File: src/sv/cbt_pkg.sv
// cbt_pkg: shared types and constants of the camera bend tracking block
// configuration set, classified frame record, position codes, register indexes
// no dependencies
`default_nettype none

package cbt_pkg;

    localparam int SLOPE_WIDTH_DEF = 16;
    localparam int COUNT_WIDTH_DEF = 8;

    localparam int THR_W      = 15;
    localparam int LIMIT_W    = 8;
    localparam int OFFSET_W   = 7;
    localparam int ANGLE_W    = 8;
    localparam int LOST_W     = 16;
    localparam int POS_W      = 2;
    localparam int REG_IDX_W  = 3;
    localparam int CFG_DATA_W = 15;

    localparam int QUEUE_DEPTH = 2;

    // camera position and decision codes
    localparam logic [POS_W-1:0] POS_STRAIGHT = 2'd0;
    localparam logic [POS_W-1:0] POS_LEFT     = 2'd1;
    localparam logic [POS_W-1:0] POS_RIGHT    = 2'd2;
    localparam logic [POS_W-1:0] DEC_NONE     = 2'd3;

    // configuration register indexes
    localparam logic [REG_IDX_W-1:0] REG_BEND_LEFT_THR      = 3'd0;
    localparam logic [REG_IDX_W-1:0] REG_BEND_RIGHT_THR     = 3'd1;
    localparam logic [REG_IDX_W-1:0] REG_STRAIGHT_UPPER_THR = 3'd2;
    localparam logic [REG_IDX_W-1:0] REG_STRAIGHT_LOWER_THR = 3'd3;
    localparam logic [REG_IDX_W-1:0] REG_CONFIRM_LIMIT      = 3'd4;
    localparam logic [REG_IDX_W-1:0] REG_CHANGE_WAIT_LIMIT  = 3'd5;
    localparam logic [REG_IDX_W-1:0] REG_CAM_ANGLE_OFFSET   = 3'd6;
    localparam logic [REG_IDX_W-1:0] REG_BEND_CHECK_ENABLE  = 3'd7;

    typedef struct packed {
        logic [THR_W-1:0]    bend_left_thr;
        logic [THR_W-1:0]    bend_right_thr;
        logic [THR_W-1:0]    straight_upper_thr;
        logic [THR_W-1:0]    straight_lower_thr;
        logic [LIMIT_W-1:0]  confirm_limit;
        logic [LIMIT_W-1:0]  change_wait_limit;
        logic [OFFSET_W-1:0] cam_angle_offset;
        logic                bend_check_enable;
    } cfg_t;

    // one frame after slope magnitude compares
    typedef struct packed {
        logic left_found;
        logic right_found;
        logic left_undef;
        logic right_undef;
        logic right_below_bend;   // |right| < bend left threshold
        logic left_below_bend;    // |left| < bend right threshold
        logic left_above_lower;
        logic left_above_upper;
        logic right_above_lower;
        logic right_above_upper;
    } class_t;

endpackage

`default_nettype wire

File: src/sv/cbt_front.sv
// cbt_front: input stage, takes frame transactions and classifies the slopes
// against the thresholds into one registered record
// depends on cbt_pkg
`default_nettype none

module cbt_front #(
    parameter int SLOPE_WIDTH = 16
) (
    input  wire logic                          clk,
    input  wire logic                          rst_n,
    input  wire logic                          push,
    output logic                               full,
    input  wire logic                          left_found,
    input  wire logic                          right_found,
    input  wire logic signed [SLOPE_WIDTH-1:0] left_slope,
    input  wire logic signed [SLOPE_WIDTH-1:0] right_slope,
    input  wire logic                          left_slope_undefined,
    input  wire logic                          right_slope_undefined,
    input  wire cbt_pkg::cfg_t                 cfg,
    input  wire logic                          q_full,
    output logic                               q_push,
    output cbt_pkg::class_t                    q_data
);

    import cbt_pkg::*;

    localparam int CMP_W = (SLOPE_WIDTH > THR_W) ? SLOPE_WIDTH : THR_W;

    logic [SLOPE_WIDTH-1:0] l_mag;
    logic [SLOPE_WIDTH-1:0] r_mag;
    logic [CMP_W-1:0]       l_cmp;
    logic [CMP_W-1:0]       r_cmp;
    class_t                 class_next;
    class_t                 class_reg;
    logic                   valid_reg;
    logic                   take;

    // exact two's complement magnitude, most negative value included
    assign l_mag = left_slope[SLOPE_WIDTH-1]  ? (~$unsigned(left_slope) + 1'b1)
                                              : $unsigned(left_slope);
    assign r_mag = right_slope[SLOPE_WIDTH-1] ? (~$unsigned(right_slope) + 1'b1)
                                              : $unsigned(right_slope);
    assign l_cmp = CMP_W'(l_mag);
    assign r_cmp = CMP_W'(r_mag);

    always_comb
    begin
        class_next.left_found        = left_found;
        class_next.right_found       = right_found;
        class_next.left_undef        = left_slope_undefined;
        class_next.right_undef       = right_slope_undefined;
        class_next.right_below_bend  = r_cmp < CMP_W'(cfg.bend_left_thr);
        class_next.left_below_bend   = l_cmp < CMP_W'(cfg.bend_right_thr);
        class_next.left_above_lower  = l_cmp > CMP_W'(cfg.straight_lower_thr);
        class_next.left_above_upper  = l_cmp > CMP_W'(cfg.straight_upper_thr);
        class_next.right_above_lower = r_cmp > CMP_W'(cfg.straight_lower_thr);
        class_next.right_above_upper = r_cmp > CMP_W'(cfg.straight_upper_thr);
    end

    assign full   = valid_reg && q_full;
    assign take   = push && !full;
    assign q_push = valid_reg && !q_full;
    assign q_data = class_reg;

    always_ff @(posedge clk or negedge rst_n)
    begin
        if (!rst_n)
        begin
            valid_reg <= 1'b0;
        end
        else
        begin
            if (take)
            begin
                valid_reg <= 1'b1;
            end
            else if (q_push)
            begin
                valid_reg <= 1'b0;
            end
        end
    end

    always_ff @(posedge clk)
    begin
        if (take)
        begin
            class_reg <= class_next;
        end
    end

endmodule

`default_nettype wire

File: src/sv/cbt_queue.sv
// cbt_queue: short queue of classified frames between front and back
// depends on cbt_pkg
`default_nettype none

module cbt_queue (
    input  wire logic            clk,
    input  wire logic            rst_n,
    input  wire logic            push,
    input  wire cbt_pkg::class_t data_in,
    output logic                 full,
    input  wire logic            pop,
    output cbt_pkg::class_t      data_out,
    output logic                 empty
);

    import cbt_pkg::*;

    localparam int PTR_W = (QUEUE_DEPTH > 1) ? $clog2(QUEUE_DEPTH) : 1;
    localparam int CNT_W = $clog2(QUEUE_DEPTH + 1);

    class_t           entry_reg [QUEUE_DEPTH];
    logic [PTR_W-1:0] wr_ptr_reg;
    logic [PTR_W-1:0] rd_ptr_reg;
    logic [CNT_W-1:0] count_reg;
    logic [PTR_W-1:0] wr_ptr_next;
    logic [PTR_W-1:0] rd_ptr_next;
    logic             do_push;
    logic             do_pop;

    assign full     = count_reg == CNT_W'(QUEUE_DEPTH);
    assign empty    = count_reg == '0;
    assign do_push  = push && !full;
    assign do_pop   = pop && !empty;
    assign data_out = entry_reg[rd_ptr_reg];

    assign wr_ptr_next = (wr_ptr_reg == PTR_W'(QUEUE_DEPTH - 1)) ? '0 : wr_ptr_reg + 1'b1;
    assign rd_ptr_next = (rd_ptr_reg == PTR_W'(QUEUE_DEPTH - 1)) ? '0 : rd_ptr_reg + 1'b1;

    always_ff @(posedge clk or negedge rst_n)
    begin
        if (!rst_n)
        begin
            wr_ptr_reg <= '0;
            rd_ptr_reg <= '0;
            count_reg  <= '0;
        end
        else
        begin
            if (do_push)
            begin
                wr_ptr_reg <= wr_ptr_next;
            end
            if (do_pop)
            begin
                rd_ptr_reg <= rd_ptr_next;
            end
            if (do_push && !do_pop)
            begin
                count_reg <= count_reg + 1'b1;
            end
            else if (do_pop && !do_push)
            begin
                count_reg <= count_reg - 1'b1;
            end
        end
    end

    always_ff @(posedge clk)
    begin
        if (do_push)
        begin
            entry_reg[wr_ptr_reg] <= data_in;
        end
    end

endmodule

`default_nettype wire

File: src/sv/cbt_back.sv
// cbt_back: tracking state, wait and confirmation counting, result register
// depends on cbt_pkg
`default_nettype none

module cbt_back #(
    parameter int COUNT_WIDTH = 8
) (
    input  wire logic                          clk,
    input  wire logic                          rst_n,
    input  wire logic                          q_empty,
    input  wire cbt_pkg::class_t               q_data,
    output logic                               q_pop,
    input  wire cbt_pkg::cfg_t                 cfg,
    input  wire logic                          pop,
    output logic                               empty,
    output logic [cbt_pkg::POS_W-1:0]          camera_position,
    output logic                               camera_changed,
    output logic signed [cbt_pkg::ANGLE_W-1:0] angle_offset,
    output logic [cbt_pkg::LOST_W-1:0]         lines_lost_count,
    output logic                               route_found
);

    import cbt_pkg::*;

    localparam int CW = (COUNT_WIDTH > LIMIT_W) ? COUNT_WIDTH : LIMIT_W;
    localparam logic [COUNT_WIDTH-1:0] CNT_MAX = {COUNT_WIDTH{1'b1}};

    typedef struct packed {
        logic                   hit;
        logic [COUNT_WIDTH-1:0] cnt;
    } tick_t;

    function automatic tick_t confirm_tick(input logic [COUNT_WIDTH-1:0] cnt,
                                           input logic [LIMIT_W-1:0]     lim);
        tick_t r;
        r.hit = CW'(cnt) >= CW'(lim);
        if (r.hit)
        begin
            r.cnt = '0;
        end
        else if (cnt != CNT_MAX)
        begin
            r.cnt = cnt + 1'b1;
        end
        else
        begin
            r.cnt = cnt;
        end
        return r;
    endfunction

    logic [POS_W-1:0]       cam_reg;
    logic [POS_W-1:0]       route_reg;
    logic [COUNT_WIDTH-1:0] confirm_reg;
    logic [COUNT_WIDTH-1:0] wait_reg;
    logic [LOST_W-1:0]      lost_reg;
    logic                   found_reg;
    logic                   changed_reg;
    logic signed [ANGLE_W-1:0] angle_reg;
    logic                   out_valid_reg;

    logic [POS_W-1:0]       cam_next;
    logic [POS_W-1:0]       route_next;
    logic [COUNT_WIDTH-1:0] confirm_next;
    logic [COUNT_WIDTH-1:0] wait_next;
    logic [LOST_W-1:0]      lost_next;
    logic                   found_next;
    logic                   changed_next;
    logic signed [ANGLE_W-1:0] angle_next;

    logic [COUNT_WIDTH-1:0] wait_load;
    logic [COUNT_WIDTH-1:0] confirm_mid;
    logic [POS_W-1:0]       dec;
    tick_t                  t_first;
    tick_t                  t_second;
    logic                   l_ok;
    logic                   r_ok;
    logic                   advance;

    assign wait_load = (CW'(cfg.change_wait_limit) > CW'(CNT_MAX))
                       ? CNT_MAX : COUNT_WIDTH'(cfg.change_wait_limit);

    assign advance = !q_empty && (!out_valid_reg || pop);
    assign q_pop   = advance;

    always_comb
    begin
        cam_next     = cam_reg;
        route_next   = route_reg;
        confirm_next = confirm_reg;
        wait_next    = wait_reg;
        lost_next    = lost_reg;
        found_next   = found_reg;
        changed_next = 1'b0;
        dec          = DEC_NONE;
        confirm_mid  = confirm_reg;
        t_first      = confirm_tick(confirm_reg, cfg.confirm_limit);
        t_second     = t_first;
        l_ok         = 1'b0;
        r_ok         = 1'b0;

        if (!q_data.left_found && !q_data.right_found)
        begin
            if (lost_reg != {LOST_W{1'b1}})
            begin
                lost_next = lost_reg + 1'b1;
            end
        end
        else
        begin
            if (found_reg && cfg.bend_check_enable)
            begin
                if (wait_reg != '0)
                begin
                    wait_next = wait_reg - 1'b1;
                end
                else if (cam_reg == POS_LEFT || cam_reg == POS_RIGHT)
                begin
                    // back to straight needs both lines steep enough
                    if (q_data.left_found && q_data.right_found &&
                        (route_reg == POS_LEFT || route_reg == POS_RIGHT))
                    begin
                        l_ok = q_data.left_undef ||
                               ((route_reg == POS_LEFT) ? q_data.left_above_lower
                                                        : q_data.left_above_upper);
                        r_ok = q_data.right_undef ||
                               ((route_reg == POS_LEFT) ? q_data.right_above_upper
                                                        : q_data.right_above_lower);
                        if (l_ok && r_ok)
                        begin
                            confirm_next = t_first.cnt;
                            if (t_first.hit)
                            begin
                                dec = POS_STRAIGHT;
                            end
                        end
                    end
                end
                else
                begin
                    // left bend from the right line, then right bend from the left line
                    if (q_data.right_found && !q_data.right_undef)
                    begin
                        if (q_data.right_below_bend)
                        begin
                            confirm_mid = t_first.cnt;
                            if (t_first.hit)
                            begin
                                dec = POS_LEFT;
                            end
                        end
                        else
                        begin
                            confirm_mid = '0;
                        end
                    end
                    confirm_next = confirm_mid;
                    t_second     = confirm_tick(confirm_mid, cfg.confirm_limit);
                    if (dec == DEC_NONE && q_data.left_found && !q_data.left_undef)
                    begin
                        if (q_data.left_below_bend)
                        begin
                            confirm_next = t_second.cnt;
                            if (t_second.hit)
                            begin
                                dec = POS_RIGHT;
                            end
                        end
                        else
                        begin
                            confirm_next = '0;
                        end
                    end
                end

                if (dec != DEC_NONE)
                begin
                    cam_next     = dec;
                    route_next   = dec;
                    changed_next = 1'b1;
                    wait_next    = wait_load;
                end
            end
            found_next = 1'b1;
            lost_next  = '0;
        end

        case (cam_next)
            POS_LEFT:  angle_next = ANGLE_W'(0) - ANGLE_W'(cfg.cam_angle_offset);
            POS_RIGHT: angle_next = ANGLE_W'(cfg.cam_angle_offset);
            default:   angle_next = '0;
        endcase
    end

    always_ff @(posedge clk or negedge rst_n)
    begin
        if (!rst_n)
        begin
            cam_reg       <= POS_STRAIGHT;
            route_reg     <= POS_STRAIGHT;
            confirm_reg   <= '0;
            wait_reg      <= '0;
            lost_reg      <= '0;
            found_reg     <= 1'b0;
            changed_reg   <= 1'b0;
            angle_reg     <= '0;
            out_valid_reg <= 1'b0;
        end
        else
        begin
            if (advance)
            begin
                cam_reg       <= cam_next;
                route_reg     <= route_next;
                confirm_reg   <= confirm_next;
                wait_reg      <= wait_next;
                lost_reg      <= lost_next;
                found_reg     <= found_next;
                changed_reg   <= changed_next;
                angle_reg     <= angle_next;
                out_valid_reg <= 1'b1;
            end
            else if (pop)
            begin
                out_valid_reg <= 1'b0;
            end
        end
    end

    assign empty            = !out_valid_reg;
    assign camera_position  = cam_reg;
    assign camera_changed   = changed_reg;
    assign angle_offset     = angle_reg;
    assign lines_lost_count = lost_reg;
    assign route_found      = found_reg;

endmodule

`default_nettype wire

File: src/sv/camera_bend_tracking_fsm.sv
// camera_bend_tracking_fsm: top level, configuration registers and the
// front, queue and back parts; depends on cbt_pkg, cbt_front, cbt_queue, cbt_back
//
// usage
//   input side is a queue: a frame summary is taken at a clock edge with push
//   high and full low. result side is a queue too: the oldest result is on the
//   result ports while empty is low and leaves at an edge with pop high.
//   one result per frame, in order.
//   a frame is registered in the front record, then in a queue entry, then in the
//   result register; throughput is one frame per cycle while the result side
//   is drained, as the back part updates its state and result once per frame.
//   the front registers and classifies slopes, a two-entry queue decouples it
//   from the back part, which owns the tracking state and the result register.
//   when pop stays low, the result register holds, the queue fills, then the
//   front stage holds and full rises; nothing is dropped.
//   reset clears all state: camera straight, counters zero, no route seen, and
//   loads the register defaults. configuration writes take effect at once and
//   are meant for idle periods only.
`default_nettype none

module camera_bend_tracking_fsm #(
    parameter int SLOPE_WIDTH = cbt_pkg::SLOPE_WIDTH_DEF,
    parameter int COUNT_WIDTH = cbt_pkg::COUNT_WIDTH_DEF
) (
    input  wire logic                              clk,
    input  wire logic                              rst_n,
    input  wire logic                              cfg_write_en,
    input  wire logic [cbt_pkg::REG_IDX_W-1:0]     cfg_index,
    input  wire logic [cbt_pkg::CFG_DATA_W-1:0]    cfg_data,
    input  wire logic                              push,
    output logic                                   full,
    input  wire logic                              left_found,
    input  wire logic                              right_found,
    input  wire logic signed [SLOPE_WIDTH-1:0]     left_slope,
    input  wire logic signed [SLOPE_WIDTH-1:0]     right_slope,
    input  wire logic                              left_slope_undefined,
    input  wire logic                              right_slope_undefined,
    output logic                                   empty,
    input  wire logic                              pop,
    output logic [cbt_pkg::POS_W-1:0]              camera_position,
    output logic                                   camera_changed,
    output logic signed [cbt_pkg::ANGLE_W-1:0]     angle_offset,
    output logic [cbt_pkg::LOST_W-1:0]             lines_lost_count,
    output logic                                   route_found
);

    import cbt_pkg::*;

    cfg_t   cfg_reg;
    logic   q_in_push;
    class_t q_in_data;
    logic   q_full;
    logic   q_pop;
    class_t q_out_data;
    logic   q_empty;

    always_ff @(posedge clk or negedge rst_n)
    begin
        if (!rst_n)
        begin
            cfg_reg.bend_left_thr      <= THR_W'(4096);
            cfg_reg.bend_right_thr     <= THR_W'(4096);
            cfg_reg.straight_upper_thr <= THR_W'(6144);
            cfg_reg.straight_lower_thr <= THR_W'(4096);
            cfg_reg.confirm_limit      <= LIMIT_W'(3);
            cfg_reg.change_wait_limit  <= LIMIT_W'(5);
            cfg_reg.cam_angle_offset   <= OFFSET_W'(10);
            cfg_reg.bend_check_enable  <= 1'b0;
        end
        else if (cfg_write_en)
        begin
            case (cfg_index)
                REG_BEND_LEFT_THR:      cfg_reg.bend_left_thr      <= cfg_data[THR_W-1:0];
                REG_BEND_RIGHT_THR:     cfg_reg.bend_right_thr     <= cfg_data[THR_W-1:0];
                REG_STRAIGHT_UPPER_THR: cfg_reg.straight_upper_thr <= cfg_data[THR_W-1:0];
                REG_STRAIGHT_LOWER_THR: cfg_reg.straight_lower_thr <= cfg_data[THR_W-1:0];
                REG_CONFIRM_LIMIT:      cfg_reg.confirm_limit      <= cfg_data[LIMIT_W-1:0];
                REG_CHANGE_WAIT_LIMIT:  cfg_reg.change_wait_limit  <= cfg_data[LIMIT_W-1:0];
                REG_CAM_ANGLE_OFFSET:   cfg_reg.cam_angle_offset   <= cfg_data[OFFSET_W-1:0];
                REG_BEND_CHECK_ENABLE:  cfg_reg.bend_check_enable  <= cfg_data[0];
                default:                cfg_reg                    <= cfg_reg;
            endcase
        end
    end

    cbt_front #(
        .SLOPE_WIDTH (SLOPE_WIDTH)
    ) u_front (
        .clk                   (clk),
        .rst_n                 (rst_n),
        .push                  (push),
        .full                  (full),
        .left_found            (left_found),
        .right_found           (right_found),
        .left_slope            (left_slope),
        .right_slope           (right_slope),
        .left_slope_undefined  (left_slope_undefined),
        .right_slope_undefined (right_slope_undefined),
        .cfg                   (cfg_reg),
        .q_full                (q_full),
        .q_push                (q_in_push),
        .q_data                (q_in_data)
    );

    cbt_queue u_queue (
        .clk      (clk),
        .rst_n    (rst_n),
        .push     (q_in_push),
        .data_in  (q_in_data),
        .full     (q_full),
        .pop      (q_pop),
        .data_out (q_out_data),
        .empty    (q_empty)
    );

    cbt_back #(
        .COUNT_WIDTH (COUNT_WIDTH)
    ) u_back (
        .clk              (clk),
        .rst_n            (rst_n),
        .q_empty          (q_empty),
        .q_data           (q_out_data),
        .q_pop            (q_pop),
        .cfg              (cfg_reg),
        .pop              (pop),
        .empty            (empty),
        .camera_position  (camera_position),
        .camera_changed   (camera_changed),
        .angle_offset     (angle_offset),
        .lines_lost_count (lines_lost_count),
        .route_found      (route_found)
    );

    // a valid result never carries the no-decision code
    assert property (@(posedge clk) disable iff (!rst_n)
        !empty |-> camera_position != DEC_NONE)
        else $error("result with invalid camera position");

    // straight camera means no angle correction
    assert property (@(posedge clk) disable iff (!rst_n)
        (!empty && camera_position == POS_STRAIGHT) |-> angle_offset == '0)
        else $error("angle offset while camera straight");

    // a zero lost count on a result means a line was seen in that frame
    assert property (@(posedge clk) disable iff (!rst_n)
        (!empty && lines_lost_count == '0) |-> route_found)
        else $error("lost count zero without a route");

    // the front stage only holds off input while the queue is full
    assert property (@(posedge clk) disable iff (!rst_n)
        full |-> q_full)
        else $error("input blocked with queue space left");

endmodule

`default_nettype wire
File: config.mk
export PLATFORM = sky130hd
export DESIGN_NAME = camera_bend_tracking_fsm
export DESIGN_NICKNAME = d
export VERILOG_FILES = /design/src/sv/cbt_pkg.sv /design/src/sv/cbt_front.sv /design/src/sv/cbt_queue.sv /design/src/sv/cbt_back.sv /design/src/sv/camera_bend_tracking_fsm.sv
export SDC_FILE = /design/constraint.sdc
export NUM_CORES = 1
export LEC_CHECK = 0
export BUFFER_PORTS_ARGS = -buffer_cell sky130_fd_sc_hd__buf_2
export CORE_AREA = 5 5 147 149
export CTS_BUF_LIST = sky130_fd_sc_hd__clkbuf_4 sky130_fd_sc_hd__clkbuf_8
export DETAILED_ROUTE_END_ITERATION = 8
export DIE_AREA = 0 0 152 154
export PLACE_DENSITY_LB_ADDON = 0.15
export SYNTH_ARGS = -nofsm -noshare
export SYNTH_HDL_FRONTEND = slang
export SYNTH_SLANG_ARGS = --single-unit
File: constraint.sdc
create_clock -name clk -period 7.03 [get_ports clk]
set_input_delay 1.0545 -clock clk [delete_from_list [all_inputs] [get_ports clk]]
set_output_delay 1.0545 -clock clk [all_outputs]
set_load 0.02 [all_outputs]
==> qor.yml <==
logic_synthesis:
  ys_seq_area_share_pct: 40.0
  synth_top_family_by_area: "simple AND/OR/NAND/NOR gates"
  synth_compound_area_share_pct: 16.8
  ys_types: 80
  synth_adder_area_share_pct: 13.3
  synth_edf_count: 30
  ys_warn_count: 0
  synthMuxAreaShare_pct: 4.63
  ys.flop_type: "dfrtp_1"
  async_reset_ff_share_pct: 81.9
  syn_avg_cell_area_um2: 9.59
  synth_area_mm2: 0.0108
  yosys.area_share.simple_pct: 17.0
  synth_nets: 1298
  synth_xor_area_share_pct: 3.66
  ys_ff_latch: 166
  synthCells: 1124
cells_and_area:
  mostFrequentLayoutCells: "dfrtp_1 (125), ha_1 (115), nand2_1 (113)"
  mostFrequentLayoutCell: "dfrtp_1"
  largest_register_ffs: 84
  nets: 1380
  antenna_cells: 0
  area_growth_pct: 10.5
  drive_above_1_share_pct: 17.1
placement:
  gp_congestion: 0.987
  io_buffers: 88
  dp_hpwl_um: 20500
setup_path:
  crit_fanout: 13
  critical_path.cell_chain: "inv_1, ha_1, nand2b_4, a2111oi_4, nor3_1, buf_4, or2_4, o21ai_0, a22oi_1, ha_1, nand2b_1, a21o_1, a21oi_1, o21ai_0, o22ai_1, o21a_1, nor3_1, or2_2, ha_1, nor2_1, nand2_1, o21ai_0, a221o_1"
  cp_slowest_cell: "dfrtp_1"
  critical_path.startpoint: "u_back.confirm_reg[0]"
  end_kind: "register"
  reg2reg_from: "u_back.confirm_reg[0]"
  max_stage_delay_ps: 550
  critical_path_class: "reg -> reg"
  critPathRequiredTime_ps: 7440
  cp-start-kind: "register"
  crit_arrival_ps: 6020
detailed_routing:
  wl_met1_um: 11500
  wl_met3_um: 1100
  wl_met2_um: 13200
  drt_iter0_drc: 406
  viasPerCell: 5.71
  wl_um: 26500
  wl_per_cell_um: 17.8
  ant_nets: 0
  dr.max_layer_used: "met4"
  vias: 8503
  drc_errors: 0
  firstDrtPassIters: 5
sta:
  fin_skew_ps: 15.2
  maxSlewViolCount: 0
  rsz0062_at_grt: "no"
  fin_crit_sh_pct: 79.8
  max_slew_margin_pct: 31.1
  worst_pin_slew_ps: 1030
  fmax_mhz: 178
  setup_violations: 0
  tns_ps: 0
  final_hold_viol_count: 0
  finalCriticalPeriod_ps: 5610
floorplan:
  rows: 52
  core_area_mm2: 0.0200
  die_height_um: 154
  die_x_um: 152
  die_area_mm2: 0.0234
  initial_utilization_pct: 53.8
  boundaryPins: 89
cts:
  clock_latency_ps: 480
  cts_buffer_depth: 2
  cts.sinks: 166
  ctsHtreeMaxLevel: 4
  postCtsSetupBuffers: 0
  clkTransAtPathRegs_ps: 90
  cts_buffers: 17
  cts_tree: "built"
  cts_hold_buffers: 0
  root_buffer: "clkbuf_8"
  cts_resized: 0
grt:
  grt_max_degree: 79
  first_global_vias: 8488
  grt_pass1_wl_um: 43800
  overflow: 0
  antenna_found_initial: 0
  grtUsageTotal_pct: 23.0
min_path:
  min_path_type: "reg -> reg"
  hold_start: "u_front.q_data[5]"
pwr:
  switchingPower_mw: 1.42
  vdd_ir_drop_max_mv: 0.143
  power.density_mw_per_mm2: 299
  p_total_mw: 3.56
  pwr-share-comb_pct: 39.7
  p_leak_nw: 5.32
  switching_share_pct: 39.8
  intPower_mw: 2.14
  p_clk_share_pct: 20.4
  power_frac_seq_pct: 39.8
run:
  drv_cap: 0
status:
  outcome: "finished clean"
[worst max-delay path: cells and delay by family (launching register included)]
kind / cells / cell delay, ps
AOI/OAI and AO/OA: 10 / 2120
adders and majority gates: 3 / 840
buffers and inverters: 2 / 290
DFF: 1 / 550
and+or+nand+nor: 8 / 1760
[cell type report]
type	instances	area, µm²
fillers	1824	8130
multi-input cells	834	6000
flip-flops and latches	166	4320
repair buffers	97	514
inverters	90	339
well taps	270	338
clock buffers	18	241
clock inverters	14	161
[layer usage]
layer,vias up,global-route usage (%)
met1,4019,28.9
met2,215,40.2
met3,46,4.24
met5,-,0
li1,4223,-
met4,0,7.71
[synthesized netlist by cell type (5+ instances only)]
master	n	share of area, %
a21oi_1	40	1.9
or3_1	15	0.87
a21o_1	23	1.6
o31ai_1	15	1.0
mux2_2	39	4.1
or2_2	6	0.35
nor2b_1	12	0.70
nand4_1	21	1.2
and2_1	7	0.41
clkbuf_1	24	0.84
dfrtp_1	125	29
edfxtp_1	30	8.4
o211ai_1	8	0.56
nand2b_1	25	1.5
nor3_1	21	0.97
mux2i_1	6	0.56
a211oi_1	5	0.35
buf_2	9	0.42
a2bb2oi_1	5	0.41
inv_1	88	3.1
xnor2_1	32	2.6
o22ai_1	9	0.52
nand2_1	113	3.9
and3_1	7	0.41
o21ai_0	105	4.9
ha_1	115	13
dfstp_2	11	2.7
nor2_1	52	1.8
o41ai_1	6	0.49
nand3_1	29	1.3
o21ai_1	6	0.28
a31oi_1	6	0.35
o21a_1	18	1.3
xor2_1	13	1.1
nor4_1	7	0.41
[logic make-up after synthesis]
group,Yosys count
AND/OR/NAND/NOR,349
adder cells (fa/ha/maj),115
flip-flops,166
multiplexers,45
AO/OA/AOI/OAI,280
buffers and inverters,124
XOR/XNOR,45
[power groups by stage]
| stage | combinational [mW] | sequential, mW | clock, mW |
|---|---|---|---|
| 3_5_place_dp | 1.40 | 1.43 | 0 |
| 5_1_grt | 1.60 | 1.45 | 0.782 |
| 4_1_cts | 1.41 | 1.42 | 0.740 |
| 6_report | 1.41 | 1.42 | 0.727 |
| 2_1_floorplan | 1.05 | 1.37 | 0 |
| 3_3_place_gp | 1.38 | 1.43 | 0 |
[worst paths after layout]
| check | to | cells past startpoint | slack (ps) |
|---|---|---|---|
| max | u_back.angle_offset[3] | 23 | 1420 |
| min | u_queue.entry_reg[0][5] | 0 | 460 |
| max reg2reg | u_back.angle_offset[3] | 23 | 1420 |
| min reg2reg | u_queue.entry_reg[0][5] | 0 | 460 |
| max in group asynchronous | cfg_reg[37] | 2 | 5200 |
| min in group asynchronous | u_back.lines_lost_count[7] | 1 | 570 |
[through the flow]
stage	util, %	hold slack [ps]	worst slack, ps	cell area [µm²]	cells
after global placement	57.4	426	1630	11500	1457
after CTS	59.4	458	1420	11900	1489
after floorplan	-	421	2380	10800	1124
after detailed placement	57.4	436	1440	11500	1457
after global routing	59.4	463	1020	11900	1489
final	59.4	457	1420	11900	1489
(Power assumes the default switching activity.)
